**config.mk**
```make
export PLATFORM = sky130hd
export DESIGN_NAME = raid0_stripe_request_splitter
export DESIGN_NICKNAME = d
export VERILOG_FILES = /design/src/rtl/core/r0split_pkg.sv /design/src/rtl/core/r0split_datapath.sv /design/src/rtl/core/r0split_ctrl.sv /design/src/rtl/core/raid0_stripe_request_splitter.sv
export SDC_FILE = /design/constraint.sdc
export NUM_CORES = 1
export LEC_CHECK = 0
export BUFFER_PORTS_ARGS = -buffer_cell sky130_fd_sc_hd__buf_2
export CORE_MARGIN = 2
export CORE_UTILIZATION = 30
export DETAILED_ROUTE_END_ITERATION = 6
export SLEW_MARGIN = 15
export SYNTH_ARGS = -nofsm -noshare
export SYNTH_HDL_FRONTEND = slang
export SYNTH_HIERARCHICAL = 1
export SYNTH_SLANG_ARGS = --single-unit
export TNS_END_PERCENT = 50
```
**constraint.sdc**
```tcl
create_clock -name clk -period 22 [get_ports clk]
set_clock_uncertainty 0.2 [all_clocks]
set_input_delay 2.2 -clock clk [delete_from_list [all_inputs] [get_ports clk]]
set_output_delay 2.2 -clock clk [all_outputs]
set_load 0.05 [all_outputs]
```
**src/rtl/core/r0split_pkg.sv**
```systemverilog
`timescale 1ns / 1ps
// Types and constants shared by the RAID-0 stripe splitter.
package r0split_pkg;

	localparam int CFG_INDEX_W = 1;
	localparam int CFG_DATA_W  = 4;

	localparam logic [CFG_INDEX_W-1:0] CFG_DISK_SHIFT   = 1'b0;
	localparam logic [CFG_INDEX_W-1:0] CFG_STRIPE_SHIFT = 1'b1;

	localparam logic [1:0]  DISK_SHIFT_RESET   = 2'd1;
	localparam logic [3:0]  STRIPE_SHIFT_RESET = 4'd6;
	localparam logic [1:0]  DISK_SHIFT_MIN     = 2'd1;
	localparam logic [1:0]  DISK_SHIFT_MAX     = 2'd2;
	localparam logic [3:0]  STRIPE_SHIFT_MIN   = 4'd6;
	localparam logic [11:0] MAX_COUNT          = 12'd2048;

	typedef struct packed {
		logic        func;
		logic [31:0] start_sector;
		logic [11:0] sector_count;
	} req_t;

	typedef struct packed {
		logic [1:0]  disk_index;
		logic [31:0] phys_sector;
		logic [11:0] piece_count;
		logic [10:0] buffer_offset;
		logic        is_write;
		logic        last;
	} piece_t;

	typedef enum logic {
		ST_IDLE,
		ST_RUN
	} state_t;

	typedef struct packed {
		logic load;
		logic step;
	} dp_cmd_t;

	typedef struct packed {
		logic cnt_zero;
		logic last_piece;
	} dp_sts_t;

endpackage

```
**src/rtl/core/r0split_datapath.sv**
```systemverilog
`timescale 1ns / 1ps
// Splitter datapath: config registers, request walk registers and piece register.
module r0split_datapath #(
	parameter int SECTOR_ADDR_BITS = 32
) (
	input  logic                                clk,
	input  logic                                arst_n,
	input  logic                                cfg_we,
	input  logic [r0split_pkg::CFG_INDEX_W-1:0] cfg_index,
	input  logic [r0split_pkg::CFG_DATA_W-1:0]  cfg_data,
	input  r0split_pkg::req_t                   req,
	input  r0split_pkg::dp_cmd_t                cmd,
	output r0split_pkg::dp_sts_t                sts,
	output r0split_pkg::piece_t                 piece
);

	localparam int AW = SECTOR_ADDR_BITS;

	logic [1:0]      disk_shift_q;
	logic [3:0]      stripe_shift_q;
	logic [AW-1:0]   cur_q;
	logic [11:0]     left_q;
	logic [10:0]     done_q;
	logic            dir_q;
	r0split_pkg::piece_t piece_s1;

	logic [1:0]      ds_eff;
	logic [3:0]      ss_eff;
	logic [4:0]      hi_shift;
	logic [1:0]      dmask;
	logic [AW-1:0]   off_mask;
	logic [AW-1:0]   off_w;
	logic [AW-1:0]   stripe_w;
	logic [AW-1:0]   phys_w;
	logic [AW+31:0]  start_ext;
	logic [AW+31:0]  phys_ext;
	logic [16:0]     room;
	logic            room_short;
	logic [11:0]     piece_cnt;
	logic [11:0]     cnt_sat;

	always_ff @(posedge clk or negedge arst_n) begin
		if (!arst_n) begin
			disk_shift_q   <= r0split_pkg::DISK_SHIFT_RESET;
			stripe_shift_q <= r0split_pkg::STRIPE_SHIFT_RESET;
		end else if (cfg_we) begin
			case (cfg_index)
				r0split_pkg::CFG_DISK_SHIFT:   disk_shift_q   <= cfg_data[1:0];
				r0split_pkg::CFG_STRIPE_SHIFT: stripe_shift_q <= cfg_data;
				default: ;
			endcase
		end
	end

	always_comb begin
		if (disk_shift_q < r0split_pkg::DISK_SHIFT_MIN)
			ds_eff = r0split_pkg::DISK_SHIFT_MIN;
		else if (disk_shift_q > r0split_pkg::DISK_SHIFT_MAX)
			ds_eff = r0split_pkg::DISK_SHIFT_MAX;
		else
			ds_eff = disk_shift_q;
		ss_eff = (stripe_shift_q < r0split_pkg::STRIPE_SHIFT_MIN) ?
			r0split_pkg::STRIPE_SHIFT_MIN : stripe_shift_q;
	end

	assign dmask    = (ds_eff == r0split_pkg::DISK_SHIFT_MAX) ? 2'b11 : 2'b01;
	assign hi_shift = {1'b0, ss_eff} + {3'b000, ds_eff};
	assign off_mask = ({{(AW-1){1'b0}}, 1'b1} << ss_eff) - {{(AW-1){1'b0}}, 1'b1};
	assign off_w    = cur_q & off_mask;
	assign stripe_w = cur_q >> ss_eff;
	assign phys_w   = ((cur_q >> hi_shift) << ss_eff) | off_w;
	assign phys_ext = {32'd0, phys_w};

	assign room       = (17'd1 << ss_eff) - {1'b0, off_w[15:0]};
	assign room_short = room < {5'd0, left_q};
	assign piece_cnt  = room_short ? room[11:0] : left_q;

	assign start_ext = {{AW{1'b0}}, req.start_sector};
	assign cnt_sat   = (req.sector_count > r0split_pkg::MAX_COUNT) ?
		r0split_pkg::MAX_COUNT : req.sector_count;

	always_ff @(posedge clk) begin
		if (cmd.load) begin
			cur_q  <= start_ext[AW-1:0];
			left_q <= cnt_sat;
			done_q <= '0;
			dir_q  <= req.func;
		end else if (cmd.step) begin
			cur_q  <= cur_q + {{(AW-12){1'b0}}, piece_cnt};
			left_q <= left_q - piece_cnt;
			done_q <= done_q + piece_cnt[10:0];
		end
	end

	always_ff @(posedge clk) begin
		if (cmd.step) begin
			piece_s1.disk_index    <= stripe_w[1:0] & dmask;
			piece_s1.phys_sector   <= phys_ext[31:0];
			piece_s1.piece_count   <= piece_cnt;
			piece_s1.buffer_offset <= done_q;
			piece_s1.is_write      <= dir_q;
			piece_s1.last          <= !room_short;
		end
	end

	assign sts.cnt_zero   = (req.sector_count == 12'd0);
	assign sts.last_piece = !room_short;
	assign piece          = piece_s1;

endmodule

```
**src/rtl/core/r0split_ctrl.sv**
```systemverilog
`timescale 1ns / 1ps
// Splitter controller: request/piece handshakes and walk sequencing.
module r0split_ctrl (
	input  logic                 clk,
	input  logic                 arst_n,
	input  logic                 req_valid,
	output logic                 req_ready,
	output logic                 piece_valid,
	input  logic                 piece_ready,
	input  r0split_pkg::dp_sts_t sts,
	output r0split_pkg::dp_cmd_t cmd
);

	r0split_pkg::state_t state_q;
	r0split_pkg::state_t state_d;
	logic                out_valid_q;

	always_ff @(posedge clk or negedge arst_n) begin
		if (!arst_n) begin
			state_q     <= r0split_pkg::ST_IDLE;
			out_valid_q <= 1'b0;
		end else begin
			state_q <= state_d;
			if (cmd.step)
				out_valid_q <= 1'b1;
			else if (piece_ready)
				out_valid_q <= 1'b0;
		end
	end

	always_comb begin
		state_d   = state_q;
		req_ready = 1'b0;
		cmd.load  = 1'b0;
		cmd.step  = 1'b0;
		case (state_q)
			r0split_pkg::ST_IDLE: begin
				req_ready = 1'b1;
				if (req_valid) begin
					cmd.load = 1'b1;
					if (!sts.cnt_zero)
						state_d = r0split_pkg::ST_RUN;
				end
			end
			r0split_pkg::ST_RUN: begin
				if (!out_valid_q || piece_ready) begin
					cmd.step = 1'b1;
					if (sts.last_piece)
						state_d = r0split_pkg::ST_IDLE;
				end
			end
			default: state_d = r0split_pkg::ST_IDLE;
		endcase
	end

	assign piece_valid = out_valid_q;

endmodule

```
**src/rtl/core/raid0_stripe_request_splitter.sv**
```systemverilog
`timescale 1ns / 1ps
// Top level of the RAID-0 stripe request splitter.
//
//  channel | direction | handshake                 | payload
//  req     | in        | req_valid / req_ready     | r0split_pkg::req_t
//  piece   | out       | piece_valid / piece_ready | r0split_pkg::piece_t
//  cfg     | in        | cfg_we                    | cfg_index, cfg_data
//
// A request is loaded, then walked as 1 to 33 pieces; the single piece register
// steps the walk once a cycle unless the piece output is stalled.
// The next request is taken once the last piece has been registered.
// A stalled piece register holds the walk. Reset clears the controller and
// sets disk_shift to 1 and stripe_shift to 6. A zero-count request yields nothing.
module raid0_stripe_request_splitter #(
	parameter int SECTOR_ADDR_BITS = 32
) (
	input  logic                                clk,
	input  logic                                arst_n,
	input  logic                                req_valid,
	output logic                                req_ready,
	input  r0split_pkg::req_t                   req,
	output logic                                piece_valid,
	input  logic                                piece_ready,
	output r0split_pkg::piece_t                 piece,
	input  logic                                cfg_we,
	input  logic [r0split_pkg::CFG_INDEX_W-1:0] cfg_index,
	input  logic [r0split_pkg::CFG_DATA_W-1:0]  cfg_data
);

	r0split_pkg::dp_cmd_t cmd;
	r0split_pkg::dp_sts_t sts;

	r0split_ctrl u_ctrl (
		.clk         (clk),
		.arst_n      (arst_n),
		.req_valid   (req_valid),
		.req_ready   (req_ready),
		.piece_valid (piece_valid),
		.piece_ready (piece_ready),
		.sts         (sts),
		.cmd         (cmd)
	);

	r0split_datapath #(
		.SECTOR_ADDR_BITS (SECTOR_ADDR_BITS)
	) u_datapath (
		.clk       (clk),
		.arst_n    (arst_n),
		.cfg_we    (cfg_we),
		.cfg_index (cfg_index),
		.cfg_data  (cfg_data),
		.req       (req),
		.cmd       (cmd),
		.sts       (sts),
		.piece     (piece)
	);

	a_load_step_excl: assert property (@(posedge clk) disable iff (!arst_n)
		!(cmd.load && cmd.step))
		else $error("load and step in the same cycle");

	a_busy_after_load: assert property (@(posedge clk) disable iff (!arst_n)
		cmd.load && !sts.cnt_zero |=> !req_ready)
		else $error("request taken while a walk is in progress");

	a_idle_after_last: assert property (@(posedge clk) disable iff (!arst_n)
		cmd.step && sts.last_piece |=> req_ready && piece_valid && piece.last)
		else $error("last piece did not end the walk");

	a_empty_idle: assert property (@(posedge clk) disable iff (!arst_n)
		cmd.load && sts.cnt_zero |=> req_ready)
		else $error("zero-count item started a walk");

endmodule
```
After elaboration in Yosys (flattened, before gate mapping). Cells that the tools add are included.

Bits in registers: 123. Input port bits: 55. Output and inout port bits: 61.

Bitwise logic cells: 5. $add $sub $neg: 6. Shift-type cells: 5. Reduce and logical (&&, ||, !) cells: 8. Eq/ne operators: 1. Magnitude comparators: 5. Multiplexer cells: 22.

Operator list (count): $mux 32 (2); $mux 12 (4); $add 32x12->32 (1); $and 32x32->32 (1); $or 32x32->32 (1); $shl 1x4->32 const A (1); $shl 32x4->32 (1); $shr 32x4->2 (1); $shr 32x5->32 (1); $sub 32x1->32 const B (1); $lt 17x12->1 (1); $shl 1x4->17 const A (1); $sub 17x16->17 (1); $gt 12x12->1 const B (1); $logic_not 12->1 (1); $sub 12x12->12 (1); $add 11x11->11 (1); $mux 1 (11); $mux 2 (3); $add 4x2->5 (1); $lt 4x3->1 const B (1); $mux 4 (1); $reduce_and 2->1 (2); $reduce_bool 2->1 (2); 8 further kinds (10).

Logic depth before layout (Yosys ltp). Gate-level depths: netlist (run 1).

Depth in word-level cells: 11. Gate-level depth with buffers: 31. Depth with buffers taken out: 28.

Hierarchy. The synthesis (run 1) kept the hierarchy.

By module, submodules not included: r0split_datapath (instances 1, cells each 1060, area an instance 10276.1 um^2, sequential area each 3470.8 um^2); r0split_ctrl (instances 1, cells each 10, area an instance 112.6 um^2, sequential area each 50.0 um^2).

Worst setup path after synthesis (run 1). No wires, ideal clock.

Kind: reg-to-reg. From: reg u_datapath.stripe_shift_q[2]. To: reg u_datapath.cur_q[26], data pin. Cell stages (with the launch flop): 32. Setup time: 0.259 ns. Data arrival time: 6.535 ns. Slack: 15.006 ns. Required time: 21.541 ns. Period minus slack after synthesis: 6.994 ns. Cells stage by stage: dfstp_2 -> buf_2 -> buf_1 -> inv_1 -> nor3_1 -> ha_1 -> o311a_1 -> o211a_1 -> nand2b_1 -> a31oi_1 -> xnor2_1 -> ha_1 -> nor2b_1 -> nor4_1 -> o21ai_0 -> a211o_1 -> nor2_2 -> buf_2 -> nand2_1 -> o21ai_1 -> ha_1 -> inv_1 -> fa_1 -> nor2b_1 -> o21ai_0 -> a21boi_1 -> o21ai_0 -> a21boi_0 -> o21ai_1 -> a2111oi_4 -> mux2i_1 -> a211o_1.

Word-level cells in the longest chain between the ends: 11. Elaborated cells between the ends (all ways): 12. Classes of those cells: 3 x add/sub; 2 x order compare; 2 x shift; 4 x mux; 1 x bitwise.

RTL lines: from (decl) (RTL line r0split_datapath.sv:20) `logic [3:0] stripe_shift_q;`; from (signal assigned) (RTL line r0split_datapath.sv:45) `stripe_shift_q <= r0split_pkg::STRIPE_SHIFT_RESET;`; from (signal assigned) (RTL line r0split_datapath.sv:49) `r0split_pkg::CFG_STRIPE_SHIFT: stripe_shift_q <= cfg_data;`; $lt 4x3->1 (RTL line r0split_datapath.sv:62) `ss_eff = (stripe_shift_q < r0split_pkg::STRIPE_SHIFT_MIN) ?`; $mux 4 (*) (RTL line r0split_datapath.sv:62); $shl 1x4->32 (RTL line r0split_datapath.sv:68) `assign off_mask = ({{(AW-1){1'b0}}, 1'b1} << ss_eff) - {{(AW-1){1'b0}}, 1'b1};`; $sub 32x1->32 (RTL line r0split_datapath.sv:68); $and 32x32->32 (RTL line r0split_datapath.sv:69) `assign off_w = cur_q & off_mask;`; $sub 17x16->17 (*) (RTL line r0split_datapath.sv:74) `assign room = (17'd1 << ss_eff) - {1'b0, off_w[15:0]};`; $lt 17x12->1 (RTL line r0split_datapath.sv:75) `assign room_short = room < {5'd0, left_q};`; $mux 12 (*) (RTL line r0split_datapath.sv:76) `assign piece_cnt = room_short ? room[11:0] : left_q;`; named net u_datapath.piece_cnt[0] (RTL line r0split_datapath.sv:39) `logic [11:0] piece_cnt;`; $add 32x12->32 (*) (RTL line r0split_datapath.sv:89) `cur_q <= cur_q + {{(AW-12){1'b0}}, piece_cnt};`; $mux 32 (*) (RTL line r0split_datapath.sv:88) `end else if (cmd.step) begin`; $mux 32 (*) (RTL line r0split_datapath.sv:83) `if (cmd.load) begin`; to (signal assigned) (RTL line r0split_datapath.sv:84) `cur_q <= start_ext[AW-1:0];`; to (signal assigned) (RTL line r0split_datapath.sv:89); to (decl) (RTL line r0split_datapath.sv:21) `logic [AW-1:0] cur_q;`.

The timed path passes the listed nets; every way through them passes the cells marked *. The select of a mux whose other input is x is not followed. A chain may end at the register's enable or synchronous reset.

Worst setup path in the final report (run 1). Same ends and word-level chain as after synthesis.

==> results of run 1 <==
[registers in the layout, indices dropped and copies added, names as in the netlist]
register	count
u_datapath/piece	59
u_datapath/done_q	11
u_ctrl/state_q	1
u_datapath/disk_shift_q	1
u_datapath/left_q	12
u_datapath/cur_q	32
u_ctrl/piece_valid	1
u_datapath/dir_q	1
u_datapath/stripe_shift_q	4
[how the worst max path moves through the flow]
| stage | startpoint | endpoint | depth (start not counted) |
|---|---|---|---|
| 2_1_floorplan | u_datapath/stripe_shift_q[2] | u_datapath/cur_q[26] | 31 |
| 3_3_place_gp | u_datapath/stripe_shift_q[2] | u_datapath/cur_q[26] | 27 |
| 3_5_place_dp | u_datapath/stripe_shift_q[2] | u_datapath/cur_q[26] | 27 |
| 4_1_cts | u_datapath/stripe_shift_q[2] | u_datapath/cur_q[26] | 27 |
| 5_1_grt | u_datapath/stripe_shift_q[2] | u_datapath/cur_q[24] | 27 |
| 6_report | u_datapath/stripe_shift_q[2] | u_datapath/cur_q[26] | 27 |
[final cells by class]
type	instances	area, um^2
clock buffers	17	425.4
repair buffers	125	650.6
clock inverters	15	205.2
fillers	3458	22370
inverters	52	195.2
well taps	455	569.3
flip-flops and latches	122	3521
multi-input cells	825	6356
[metal layers]
layer / vias up / GRT usage [%] / part of all wire (%)
met5: - / 0 / 0
met2: 260 / 25.29 / 45
met3: 36 / 2.822 / 5.2
met4: 0 / 5.605 / 2.5
li1: 4156 / - / -
met1: 4204 / 22.74 / 47
[cells in the mapped netlist (5+ instances only)]
cell / number / area share [%]
o211ai_1: 9 / 0.65
nand3_1: 20 / 0.96
xor2_1: 6 / 0.51
and3_1: 10 / 0.60
o21ai_0: 65 / 3.1
a211oi_1: 11 / 0.79
a21o_1: 22 / 1.6
a31oi_1: 10 / 0.60
nand2_1: 108 / 3.9
buf_4: 8 / 0.58
clkbuf_1: 44 / 1.6
ha_1: 54 / 6.5
a21oi_1: 61 / 2.9
nor4_1: 9 / 0.54
mux2i_1: 96 / 9.2
xnor2_1: 38 / 3.2
nor3_1: 24 / 1.2
mux2_2: 20 / 2.2
nor3b_1: 8 / 0.58
o31ai_1: 8 / 0.58
o21ai_1: 7 / 0.34
dfrtp_1: 5 / 1.2
o221ai_1: 7 / 0.59
buf_1: 5 / 0.18
inv_1: 50 / 1.8
buf_2: 14 / 0.67
nand2b_1: 11 / 0.66
o21a_1: 8 / 0.58
mux4_2: 29 / 6.3
nor2_1: 67 / 2.4
dfxtp_1: 11 / 2.1
a22oi_1: 8 / 0.58
and2_1: 5 / 0.30
nor2b_1: 12 / 0.72
edfxtp_1: 104 / 30
[kinds of logic after synthesis]
family | synth area share (%)
AND/OR/NAND/NOR | 14.12
AO/OA/AOI/OAI | 17.49
multiplexers | 17.99
buffers and inverters | 5.010
flip-flops | 33.89
adder cells (fa/ha/maj) | 7.275
XOR/XNOR | 4.191
other | 0.03610
[critical path, stage by stage (launching register included)]
cell       delay, ns
dfstp_2         0.88
nand2b_1        0.79
nor2_1          0.09
ha_1            0.40
a31o_2          0.23
a31oi_1         0.25
xnor2_1         0.19
ha_1            0.27
nor2b_1         0.13
nor4_1          0.22
o21ai_0         0.15
a211o_1         0.34
nor2_2          0.12
buf_4           0.31
nand2_1         0.09
o21ai_1         0.19
ha_1            0.23
inv_1           0.06
fa_1            0.40
nor2b_1         0.11
o21ai_0         0.10
a21boi_1        0.20
o21ai_0         0.13
a21boi_0        0.36
o21ai_1         0.30
a2111oi_4       0.56
mux2i_1         0.14
a211o_1         0.27
[stage by stage]
stage	setup slack, ns	hold slack [ns]	cells	instance area, um^2
after global routing	13.37	0.2649	1611	11920
after detailed placement	14.10	0.2293	1579	11290
after CTS	14.09	0.2436	1611	11920
after global placement	14.21	0.2059	1579	11290
final	14.04	0.2403	1611	11920
after floorplan	15.01	0.2003	1071	10390
==> metrics, run 1 <==
Final Hold Fails 0; worst reg-to-reg setup slack around 14 ns; max cap viols 0; critical path class flip-flop to flip-flop; FF+latch count, synth 122; DR vias/cell ~5.4; Vias roughly 8700; Die W roughly 190 um; initial antenna violation count 0; dpl hpwl roughly 22 mm; Layout area overhead 14.77%; area of the die 36130 um^2; RSZ-0062 raised after global routing false; worst hold stages 0; Rows between 60 and 70; status completed; setup TNS 0 ns; I/O Pins 116; first-pass GRT wire length roughly 46 mm; Final #Nets 1256; CTS tree built; fmax approximately 130 MHz; total wire length 29.37 mm; Mapped Cells approximately 1100; antenna cells 0; post-route ant nets 0; router iterations before antenna repair 5; Mapped Avg Cell Area a little under 10 um^2; Syn. warnings 6; Req. time, crit path roughly 22 ns; Hold-fix buffers, CTS 0; DR iter-0 viols just under 700; layout cells sized above 1 20.59%; H-tree depth 4; commonest non-fill, non-tap cell in the layout buf_2; Initial Util a little under a third; CP startpoint kind flip-flop; ys flop type edfxtp_1; sequential cell area fraction in the yosys report between 30 and 40%; clock-pin transition on the worst setup and hold timing paths roughly 0.060 ns; Hold Path Class flip-flop to flip-flop; CTS buffer count 17; fin util 34.77%; Routed wire per std cell around 18 um; Synth cell types between 90 and 100; number of global-route vias before repair around 8000; Vert. Die Dim between 150 and 200 um; Mapped Area between 10000 and 15000 um^2; worst-skew pair later-pin latency about 0.43 ns; total track usage around 16%; Synth async-reset ratio between 5 and 6%; largest net degree at the start of global routing 73; post-CTS setup buffer count 0; R2R Path End u_datapath/cur_q[26]; Least-Margin Pin Slew around 1.0 ns; post-cts resize count 0; Final Max Slew Viols 0; core area between 30000 and 40000 um^2; crit path max fanout 35; DRC 0; Root Buffer clkbuf_16; Slew headroom between 30% and 40%; crit path time final ~8 ns; WHS Endpoint u_datapath/piece[1]; Congestion Overflow GR 0; worst r2r src u_datapath/stripe_shift_q[2]; routability cong. 0.8837; worst reg-to-reg path cell count 27; period utilization a little over a third; PortBufs approximately 120; commonest cells after routing, fill and taps aside buf_2 (115), nand2_1 (108), edfxtp_1 (104); Longest Clk Path Bufs 2; min-delay src u_datapath/dir_q; crit end category flip-flop; final setup vio count 0; worst path arrival time a little under 8 ns; Post-synth EDFFs 104; Sink Count ~120
Power of run 1 is not shown: default switching activity piles up to over one toggle a cycle in this logic, so the estimate is an artifact.
==> run 2: changes to the inputs <==
==> constraint.sdc (replaced) <==
create_clock -name clk -period 7.6 [get_ports clk]
set_clock_uncertainty 0.2 [all_clocks]
set_input_delay 0.76 -clock clk [delete_from_list [all_inputs] [get_ports clk]]
set_output_delay 0.76 -clock clk [all_outputs]
set_load 0.05 [all_outputs]
==> run 2 against run 1 <==
First-iteration DRC count fell by 0.74%. Register-to-register slack got worse by 14 ns. Final area rose by 0.73%. Sequential cell count did not move. Sequential share of layout area fell by 0.22 points. Final cell count rose by 1.2%. Critical path type unchanged. Critical endpoint is now u_datapath/cur_q[28].
==> metrics, run 2 (same netlist as run 1, synthesis figures left out) <==
status completed (unchanged); crit end category flip-flop (unchanged); period utilization 93.57% (was 36.20%); Congestion Overflow GR 0 (unchanged); Layout area overhead 15.61% (was 14.77%); area of the die 36130 um^2 (unchanged); H-tree depth 4 (unchanged); initial antenna violation count 2 (was 0); slowest library cell on the worst path dfstp_2 (unchanged); Rows 68 (unchanged); PortBufs 115 (unchanged); number of global-route vias before repair 8173 (was 8081); Final #Nets 1275 (was 1256); setup TNS 0 ns (unchanged); fmax 140.6 MHz (was 125.6 MHz); Least-Margin Pin Slew 1.041 ns (was 1.025 ns); dpl hpwl 22.73 mm (was 21.83 mm); Sink Count 122 (unchanged); CP startpoint kind flip-flop (unchanged); Final Hold Fails 0 (unchanged); DRC 0 (unchanged); CTS buffer count 17 (unchanged); clock-pin transition on the worst setup and hold timing paths 0.07 ns (was 0.06 ns); routability cong. 0.8844 (was 0.8837); crit path max fanout 12 (was 35); min-delay src u_datapath/dir_q (unchanged); Crit path top cell by count o21ai_0; core area 34290 um^2 (unchanged); Initial Util 30.30% (unchanged); worst path arrival time 7.11 ns (was 7.94 ns); Vias 8747 (was 8656); router iterations before antenna repair 7 (was 5); max cap viols 0 (unchanged); crit-path max cell delay 0.67 ns (was 0.88 ns); antenna cells 0 (unchanged); Slew headroom 30.54% (was 31.69%); Longest Clk Path Bufs 2 (unchanged); post-route ant nets 0 (unchanged); GRT Max-Usage Layer met2 (unchanged); commonest cells after routing, fill and taps aside buf_2 (115), nand2_1 (108), edfxtp_1 (104) (unchanged); worst reg-to-reg path cell count 29 (was 27); total wire length 29.83 mm (was 29.37 mm); DR vias/cell 5.366 (was 5.373); routing usage on met1 23.01% (was 22.74%); worst r2r src u_datapath/stripe_shift_q[1] (was u_datapath/stripe_shift_q[2]); Root Buffer clkbuf_16 (unchanged); Routed wire per std cell 18.30 um (was 18.23 um); I/O Pins 116 (unchanged); Critical path buffers and inverters 2 (unchanged); Die W 190.1 um (unchanged); worst reg-to-reg setup slack 0.49 ns (was 14.04 ns); max FFs per register 59 (unchanged); Req. time, crit path 7.60 ns (was 21.98 ns); Vert. Die Dim 190.1 um (unchanged); worst-skew pair later-pin latency 0.44 ns (was 0.43 ns); critical path class flip-flop to flip-flop (unchanged); final setup vio count 0 (unchanged); RSZ-0062 raised after global routing false (unchanged); commonest non-fill, non-tap cell in the layout buf_2 (unchanged); CTS tree built (unchanged); grt met2 use 26.24% (was 25.29%); layout cells sized above 1 21.96% (was 20.59%); WHS Endpoint u_datapath/piece[1] (unchanged); crit path time final 7.111 ns (was 7.963 ns); Hold Path Class flip-flop to flip-flop (unchanged); largest net degree at the start of global routing 70 (was 73); worst hold stages 0 (unchanged); Final Max Slew Viols 0 (unchanged); delay-heaviest family, CP compound AO/OA/AOI/OAI gates (unchanged); GR Layer Usage met3 2.951% (was 2.822%); total track usage 16.61% (was 16.27%); first-pass GRT wire length 46.52 mm (was 45.72 mm); DR iter-0 viols 675 (was 680); R2R Path End u_datapath/cur_q[28] (was u_datapath/cur_q[26])
run 2: cell types whose count changed in the layout (fill, tap and decap cells not counted), sizes merged:
cell         change
inv              -3
bufinv           -2
buf             +18
clkinvlp         +2
clkinv           +3
dlygate4sd3      +1
run 2: worst max-delay path by stage:
stage	startpoint	end	slack [ns]	cells after the start
final	u_datapath/stripe_shift_q[1]	u_datapath/cur_q[28]	0.49	29
after global routing	u_datapath/stripe_shift_q[1]	u_datapath/cur_q[28]	0.009	29
after CTS	u_datapath/stripe_shift_q[1]	u_datapath/cur_q[26]	0.40	27
after detailed placement	u_datapath/stripe_shift_q[1]	u_datapath/cur_q[26]	0.42	27
after global placement	u_datapath/stripe_shift_q[1]	u_datapath/cur_q[26]	0.55	28
after floorplan	u_datapath/stripe_shift_q[2]	u_datapath/cur_q[26]	0.61	31
run 2: worst reg2reg max path, delay by kind of cell, from the launching register on:
kind / cells / cell delay (ns)
compound gates: 13 / 2.81
fa+ha+maj: 4 / 1.29
simple gates: 8 / 1.26
flops: 1 / 0.67
buf+inv: 2 / 0.26
xor+xnor: 1 / 0.19
mux: 1 / 0.17
run 2: area by class of cell:
| cell class | instances | area [um^2] |
|---|---|---|
| multi-input combinational | 825 | 6360 |
| clock buffer | 17 | 425.4 |
| clock inverter | 15 | 140.1 |
| sequential | 122 | 3521 |
| tap | 455 | 569.3 |
| fill | 3508 | 22280 |
| timing repair buffer | 144 | 799.5 |
| inverter | 52 | 195.2 |
run 2: what timing repair did:
item | CTS | global route
hold buffers | 1 | 0
buffers inserted | 0 | 1
resized for setup | 0 | 3
endpoints found under the setup margin | 0 | 7
endpoints found under the hold margin | 5 | 0
run 2: through the flow:
| stage | setup slack, ns | cells | utilization (%) | hold WS, ns | area [um^2] |
|---|---|---|---|---|---|
| finish | 0.4886 | 1630 | 35.03 | 0.2391 | 12010 |
| global route | 0.009373 | 1630 | 35.03 | 0.2483 | 12010 |
| CTS | 0.3993 | 1629 | 34.98 | 0.2510 | 11990 |
| detailed placement | 0.4243 | 1596 | 33.30 | 0.2374 | 11420 |
| global placement | 0.5508 | 1596 | 33.30 | 0.2041 | 11420 |
| floorplan | 0.6065 | 1071 | - | 0.2003 | 10390 |
run 2: layer usage:
| metal | vias up | part of all wire [%] |
|---|---|---|
| met5 | - | 0 |
| met4 | 0 | 2.1 |
| met3 | 35 | 5.3 |
| met2 | 272 | 46 |
| met1 | 4248 | 47 |
| li1 | 4192 | - |
Power of run 2 is left out for the same reason.
==> run 3: changes to the inputs <==
--- a/config.mk
+++ b/config.mk
@@ -9,6 +9,7 @@
 export CORE_MARGIN = 2
 export CORE_UTILIZATION = 30
 export DETAILED_ROUTE_END_ITERATION = 6
+export MAX_ROUTING_LAYER = met4
 export SLEW_MARGIN = 15
 export SYNTH_ARGS = -nofsm -noshare
 export SYNTH_HDL_FRONTEND = slang
==> run 3 against run 2 <==
Die area unchanged. Fmax increased by 1.0%. Hold slack got worse by 0.020 ns. Sequential share of layout area decreased by 0.085 points. Sequential cell count unchanged. Final cell count increased by 0.12%. First-iteration DRC count increased by 1.6%. Critical path type unchanged. Critical endpoint is now u_datapath/cur_q[24].
==> metrics, run 3 (same netlist as run 1, synthesis figures left out) <==
status completed (unchanged); RSZ-0062 raised after global routing true (was false); commonest cells after routing, fill and taps aside buf_2 (115), nand2_1 (108), edfxtp_1 (104) (unchanged); highest routed layer met4 (unchanged); Initial Util 30.30% (unchanged); critical path class flip-flop to flip-flop (unchanged); number of global-route vias before repair 8392 (was 8173); met2 WL 14.10 mm (was 13.74 mm); Sink Count 122 (unchanged); CTS tree built (unchanged); Layout area overhead 15.95% (was 15.61%); slowest library cell on the worst path dfrtp_1 (was dfstp_2); Req. time, crit path 7.57 ns (was 7.60 ns); min-delay src u_datapath/dir_q (unchanged); worst hold stages 0 (unchanged); Rows 68 (unchanged); area of the multi-input gates 6356 um^2 (was 6360 um^2); Filler cells 3488 (was 3508); Vias 8739 (was 8747); wl on met1 14.31 mm (was 13.88 mm); worst reg-to-reg path cell count 28 (was 29); worst path arrival time 7.01 ns (was 7.11 ns); routability cong. 0.8895 (was 0.8844); crit end category flip-flop (unchanged); Final Max Slew Viols 0 (unchanged); DR iter-0 viols 686 (was 675); worst-skew pair later-pin latency 0.44 ns (about the same); dpl hpwl 23.24 mm (was 22.73 mm); I/O Pins 116 (unchanged); total track usage 17.66% (was 16.61%); final setup vio count 0 (unchanged); fmax 142.0 MHz (was 140.6 MHz); crit path max fanout 34 (was 12); worst r2r src u_datapath/stripe_shift_q[0] (was u_datapath/stripe_shift_q[1]); Hold Path Class flip-flop to flip-flop (unchanged); Congestion Overflow GR 0 (unchanged); Die W 190.1 um (unchanged); FF+latch area 3521 um^2 (unchanged); DR vias/cell 5.355 (was 5.366); period utilization 92.63% (was 93.57%); initial antenna violation count 2 (unchanged); PortBufs 115 (unchanged); router iterations before antenna repair 6 (was 7); clock-pin transition on the worst setup and hold timing paths 0.06 ns (was 0.07 ns); first-pass GRT wire length 47.98 mm (was 46.52 mm); Least-Margin Pin Slew 1.061 ns (was 1.041 ns); met3 wire len 1.761 mm (was 1.577 mm); CTS buffer count 17 (unchanged); Slew headroom 29.20% (was 30.54%); CP startpoint kind flip-flop (unchanged); Crit path top cell by count o21ai_0 (unchanged); Final Hold Fails 0 (unchanged); DRC 0 (unchanged); H-tree depth 4 (unchanged); Longest Clk Path Bufs 2 (unchanged); Vert. Die Dim 190.1 um (unchanged); fin util 35.13% (was 35.03%); largest net degree at the start of global routing 68 (was 70); WHS Endpoint u_datapath/piece[1] (unchanged); Final #Nets 1276 (was 1275); R2R Path End u_datapath/cur_q[24] (was u_datapath/cur_q[28]); total wire length 30.77 mm (was 29.83 mm); post-route ant nets 0 (unchanged); max FFs per register 59 (unchanged); layout cells sized above 1 21.60% (was 21.96%); area of the die 36130 um^2 (unchanged); Root Buffer clkbuf_16 (unchanged); core area 34290 um^2 (unchanged); commonest non-fill, non-tap cell in the layout buf_2 (unchanged); crit path time final 7.040 ns (was 7.111 ns); crit-path max cell delay 0.57 ns (was 0.67 ns); Routed wire per std cell 18.85 um (was 18.30 um); worst reg-to-reg setup slack 0.56 ns (was 0.49 ns); max cap viols 0 (unchanged)
-- run 3: cell types whose count changed in the layout (fill, tap and decap cells not counted), moves of 2 or more --
cell        delta
a2111oi_0      -2
a2111oi_1      +2
buf_4          +2
bufinv_16      +2
clkinv_1       +2
clkinv_4       -2
clkinvlp_4     -2
inv_6          -2
-- run 3: final cells by class --
| type | count | area share, % |
|---|---|---|
| repair buffers | 145 | 6.669 |
| clock buffers | 18 | 3.563 |
| well taps | 455 | 4.726 |
| diodes | 1 | 0.02077 |
| clock inverters | 14 | 1.402 |
| inverters | 52 | 1.620 |
| multi-input cells | 825 | 52.77 |
| flip-flops and latches | 122 | 29.23 |
-- run 3: repair_timing --
action | 4_1_cts | 5_1_grt
endpoints found under the setup margin | 0 | 7
gates resized for setup | 0 | 3
buffers inserted | 0 | 1
hold buffers | 1 | 0
hold endpoints to repair | 5 | 0
-- run 3: critical path, delay by kind of cell (launching register included) --
kind	cells	cell delay (ns)
AOI/OAI and AO/OA	14	2.74
xor gates and xnor gates	1	0.18
adders and majority gates	3	1.08
buffers and inverters	3	0.70
DFF	1	0.57
muxes	1	0.18
and+or+nand+nor	6	1.09
-- run 3: layer usage --
| metal | global-route usage, % | vias up |
|---|---|---|
| met5 | - | - |
| met4 | 5.367 | 0 |
| met3 | 3.191 | 45 |
| met2 | 26.88 | 263 |
| met1 | 23.89 | 4245 |
| li1 | - | 4186 |
-- run 3: how the worst max path moves through the flow --
| stage | startpoint | to | slack [ns] | cells past startpoint |
|---|---|---|---|---|
| after floorplan | u_datapath/stripe_shift_q[2] | u_datapath/cur_q[26] | 0.61 | 31 |
| after global placement | u_datapath/stripe_shift_q[0] | u_datapath/cur_q[26] | 0.60 | 27 |
| after detailed placement | u_datapath/stripe_shift_q[0] | u_datapath/cur_q[26] | 0.45 | 27 |
| after CTS | u_datapath/stripe_shift_q[0] | u_datapath/cur_q[26] | 0.43 | 27 |
| after global routing | u_datapath/stripe_shift_q[0] | u_datapath/cur_q[16] | -0.01 | 27 |
| final | u_datapath/stripe_shift_q[0] | u_datapath/cur_q[24] | 0.56 | 28 |
-- run 3: through the flow --
| step | setup slack (ns) | setup TNS [ns] | hold WS [ns] | cells | instance area (um^2) |
|---|---|---|---|---|---|
| after detailed placement | 0.4478 | 0 | 0.2072 | 1597 | 11420 |
| after global routing | -0.01053 | -0.01053 | 0.2328 | 1632 | 12050 |
| final | 0.5598 | 0 | 0.2191 | 1632 | 12050 |
| after CTS | 0.4286 | 0 | 0.2216 | 1630 | 12030 |
| after floorplan | 0.6065 | 0 | 0.2003 | 1071 | 10390 |
| after global placement | 0.6037 | 0 | 0.2063 | 1597 | 11420 |
Power of run 3 is left out for the same reason.
